File: src/rtl/rcf_pkg.sv
// ----------------------------------------------------------------------------
// rcf_pkg
// Shared types, codes and helpers for the RGB convolution filter.
// ----------------------------------------------------------------------------
package rcf_pkg;

  localparam int PIX_W  = 24;
  localparam int CH_W   = 8;
  localparam int COEF_W = 16;
  localparam int ACC_W  = 32;
  localparam int CH_MAX = 255;
  localparam int FRAC_W = 8;

  typedef enum logic [1:0] {
    ACT_COEF  = 2'd0,
    ACT_PIXEL = 2'd1,
    ACT_FLUSH = 2'd2,
    ACT_NONE  = 2'd3
  } action_t;

  localparam logic [1:0] REG_WIDTH  = 2'd0;
  localparam logic [1:0] REG_HEIGHT = 2'd1;
  localparam logic [1:0] REG_RADIUS = 2'd2;

  typedef enum logic [4:0] {
    S_IDLE  = 5'b00001,
    S_CHK   = 5'b00010,
    S_SCAN  = 5'b00100,
    S_DRAIN = 5'b01000,
    S_FIN   = 5'b10000
  } state_t;

  typedef struct packed {
    logic clr;
    logic en;
  } cell_ctl_t;

  function automatic logic [CH_W-1:0] clamp_ch(input logic signed [ACC_W-1:0] a);
    logic signed [ACC_W-1:0] q;
    q = a >>> FRAC_W;
    if (a < 0) begin
      return '0;
    end else if (q > CH_MAX) begin
      return CH_W'(CH_MAX);
    end else begin
      return q[CH_W-1:0];
    end
  endfunction

endpackage

File: src/rtl/rcf_cell.sv
// ----------------------------------------------------------------------------
// rcf_cell
// MAC cell: accumulates coef times the top byte of the pixel word, then
// hands coef, the shifted pixel word and control to the next cell.
// ----------------------------------------------------------------------------
module rcf_cell import rcf_pkg::*; (
  input  logic                     clk,
  input  logic                     rst_n,
  input  cell_ctl_t                ctl_in,
  input  logic signed [COEF_W-1:0] coef_in,
  input  logic [PIX_W-1:0]         pix_in,
  output cell_ctl_t                ctl_out,
  output logic signed [COEF_W-1:0] coef_out,
  output logic [PIX_W-1:0]         pix_out,
  output logic signed [ACC_W-1:0]  acc
);

  logic signed [COEF_W+CH_W:0] prod;
  logic signed [ACC_W-1:0]     acc_r, acc_nxt;
  cell_ctl_t                   ctl_r;
  logic signed [COEF_W-1:0]    coef_r;
  logic [PIX_W-1:0]            pix_r;

  assign prod = coef_in * $signed({1'b0, pix_in[PIX_W-1 -: CH_W]});

  always_comb begin
    acc_nxt = acc_r;
    if (ctl_in.clr) begin
      acc_nxt = '0;
    end else if (ctl_in.en) begin
      acc_nxt = acc_r + ACC_W'(prod);
    end
  end

  always_ff @(posedge clk) begin
    if (!rst_n) begin
      ctl_r <= '0;
    end else begin
      ctl_r <= ctl_in;
    end
  end

  always_ff @(posedge clk) begin
    acc_r  <= acc_nxt;
    coef_r <= coef_in;
    pix_r  <= pix_in << CH_W;
  end

  assign ctl_out  = ctl_r;
  assign coef_out = coef_r;
  assign pix_out  = pix_r;
  assign acc      = acc_r;

endmodule

File: config.mk
export PLATFORM = sky130hd
export DESIGN_NAME = rcf_cell
export DESIGN_NICKNAME = d
export VERILOG_FILES = /design/src/rtl/rcf_pkg.sv /design/src/rtl/rcf_cell.sv
export SDC_FILE = /design/constraint.sdc
export NUM_CORES = 1
export LEC_CHECK = 0
export BUFFER_PORTS_ARGS = -buffer_cell sky130_fd_sc_hd__buf_4
export CAP_MARGIN = 0
export CORE_AREA = 5 5 118 120
export DETAILED_ROUTE_END_ITERATION = 10
export DIE_AREA = 0 0 123 125
export PLACE_DENSITY = 0.94
export SLEW_MARGIN = 15
export SYNTH_ARGS = -nofsm -noshare
export SYNTH_HDL_FRONTEND = slang
export SYNTH_SLANG_ARGS = --single-unit
File: constraint.sdc
create_clock -name clk -period 9.5 [get_ports clk]
set_input_delay 1.9 -clock clk [delete_from_list [all_inputs] [get_ports clk]]
set_output_delay 1.9 -clock clk [all_outputs]
set_load 0.02 [all_outputs]
==> metrics.txt <==
DIE HEIGHT=around 130 µm; IO buf count=109; number of global-route vias before repair=6808; ys async rst share=0%; Resize count post-CTS=0; synthesis-to-layout area growth=15.87%; CP Depth=18; wire length on met1=7264 µm; area taken by multi-input logic gates=around 5800 µm²; FP Rows=42; Slew @ Worst Pin=just over 1 ns; metal3 WL=~1400 µm; Clock Tree Root=clkbuf_16; Setup crit end kind=flip-flop; first drt pass iteration count=5; Cells after DPL=1131; RR Endpoint=acc[29]$_SDFFE_PP0P_; min-delay worst type=reg2reg; Antenna Nets Post-Route=0; CP max FO=16; final setup fails=0; Max Transition Viols Final=0; I/O Pins=118; Ant. Diodes=0; First DRT Iteration DRCs=396; reported max-cap violation count=0; layout cells sized above 1=between 10% and 20%; synthesized area=7886 µm²; post-route design area=9138 µm²; total die area=15380 µm²; buffers plus inverters on the worst setup path=4; RSZ-0062 raised after global routing=no; starting density of the core=61.25%; Post-CTS Setup Bufs=0; CTS max path bufs=2; sequential element share of the synthesized area=16.75%; most common cell in the netlist=inv_1; largest cells by area after synthesis=fa_1 34%, dfxtp_1 17%, ha_1 10%; Worst-path clk slew=~0.06 ns; WP data required=9.73 ns; Die X=about 120 µm; Register Area=1321 µm²; routability cong.=0.9021; Seq cells post-synth=66; CTS tree=done; Hold Fails Final Rpt=0; Post-synth top cells=178 x inv_1, 132 x fa_1, 99 x nand2_1; first-pass GRT wire length=31910 µm; Cell Chain, Critical Path=buf_4, nand2_1, fa_1, inv_1, fa_1, fa_1, inv_1, fa_1, inv_1, fa_1, ha_1, o21ai_0, a21oi_1, a221oi_1, and3_1, o21ai_0, o211ai_1, mux2_2; largest net degree at the start of global routing=31; hold path endpoint=acc[16]$_SDFFE_PP0P_; hold depth=2; top sig layer=met4; met2 wire length=around 9400 µm; Fmax=~0.14 GHz; Filler cells=930; r2r setup slk=6.20 ns; fin crit share=between 70% and 80%; R2R depth=11; Final Skew=0.008458 ns; top cell type by total area after synthesis=fa_1; Clk Latency, worst-skew pair=between 0.3 and 0.4 ns; # DRC=0; total CTS buffers=9; Startpoint Class=input port; CP peak stage delay=0.76 ns; CP delay by family, top=adder cells; slowest library cell on the worst path=fa_1; synth warn=0; non-filler cells, final=roughly 1100; post-synth top area share=33.51%; vias=6279; Total GRT Usage=25.85%; hold path startpoint=acc[16]$_SDFFE_PP0P_; WP data arrival=7.49 ns; core area=12870 µm²; r2r startpoint=acc[5]$_SDFFE_PP0P_; Main synth FF type=dfxtp_1; CTS Sinks=66; drt via density=5.474; number of synthesized flops with an enable pin=0; run status=completed; Fin Setup TNS=0 ns; Crit Path Category=in2reg; WL final=18650 µm; routed len/inst=16.26 µm; H-tree depth=3; hold_buf cts=0; dpl hpwl=14800 µm; dpl cell area=about 8800 µm²; Mapped Cells=between 800 and 900; initial antenna violation count=0; cell mode on critical path=fa_1; crit path time final=7.261 ns; total gr overflow=0; Netlist cell types=between 50 and 60; Slew HR=31.70%; Final Net Count=1207; Syn Area/Cell=9.065 µm²
[per-stage QoR]
stage / setup WS [ns] / util (%) / hold WS, ns
6_report: 2.239 / 70.97 / 0.4870
5_1_grt: 1.959 / 70.97 / 0.5124
4_1_cts: 2.256 / 70.97 / 0.4944
3_5_place_dp: 1.946 / 68.38 / 0.4877
3_3_place_gp: 2.114 / 68.38 / 0.4662
2_1_floorplan: 2.388 / - / 0.5353
[sequential cells by signal, indices dropped and copies added (netlist names)]
signal    flops
acc          32
pix_out      16
coef_out     16
ctl_out       2
[worst register-to-register path, cell delays in order, from the launching register on]
cell      delay [ns]
dfxtp_1         0.37
inv_1           0.08
fa_1            0.53
inv_1           0.05
ha_1            0.33
a21o_1          0.19
a221o_1         0.46
a221oi_1        0.42
nor2_1          0.13
o211ai_1        0.28
mux2i_1         0.23
o311ai_1        0.11
[cell usage in the layout (no fill, tap or decap), types with 3 or more instances in the layout]
cell type	synthesis	routed
a211oi_1	3	3
a21o_1	14	14
a21oi_1	29	29
a221oi_1	3	3
a31oi_1	3	3
and2_1	64	64
and3_1	7	7
buf_4	8	109
clkbuf_16	0	9
conb_1	1	8
dfxtp_1	66	66
fa_1	132	132
ha_1	65	65
inv_1	178	178
inv_6	0	3
mux2i_1	14	14
nand2_1	99	99
nand2b_1	3	3
nand3_1	7	7
nand4_1	8	8
nor2_1	38	38
nor3_1	3	3
o211ai_1	10	10
o21ai_0	21	21
o21ai_1	10	10
o21bai_1	4	4
or3_1	4	4
xnor2_1	16	16
xor2_1	7	7
[cell families after synthesis]
group,after synthesis,share of synthesized area [%]
AND/OR/NAND/NOR,241,14.68
buffers and inverters,209,10.34
adder cells (fa/ha/maj),197,43.82
AO/OA/AOI/OAI,117,9.742
flip-flops,66,16.75
XOR/XNOR,23,2.554
multiplexers,16,2.062
other,1,0.04755
[final cells by class]
cell class / count / share of cell area (%)
multi-input combinational: 602 / 63.21
tap: 176 / 2.410
clock inverter: 6 / 1.041
timing repair buffer: 109 / 8.955
inverter: 178 / 7.312
sequential: 66 / 14.46
clock buffer: 10 / 2.615
[metal layers]
metal | track usage, % | up-vias
met5 | 0 | -
met4 | 10.29 | 0
met3 | 5.962 | 60
met2 | 42.68 | 273
met1 | 32.80 | 3049
li1 | - | 2897
[worst max-delay path by stage]
stage,startpoint,to,slack [ns]
after global placement,pix_in[16],acc[31]$_SDFFE_PP0P_,2.11
after floorplan,coef_in[15],acc[31]$_SDFFE_PP0P_,2.39
after global routing,pix_in[16],acc[31]$_SDFFE_PP0P_,1.96
after CTS,pix_in[16],acc[31]$_SDFFE_PP0P_,2.26
after detailed placement,pix_in[16],acc[31]$_SDFFE_PP0P_,1.95
final,pix_in[16],acc[31]$_SDFFE_PP0P_,2.24
Power is not shown: default switching activity piles up to over one toggle a cycle in this logic, so the estimate is an artifact.
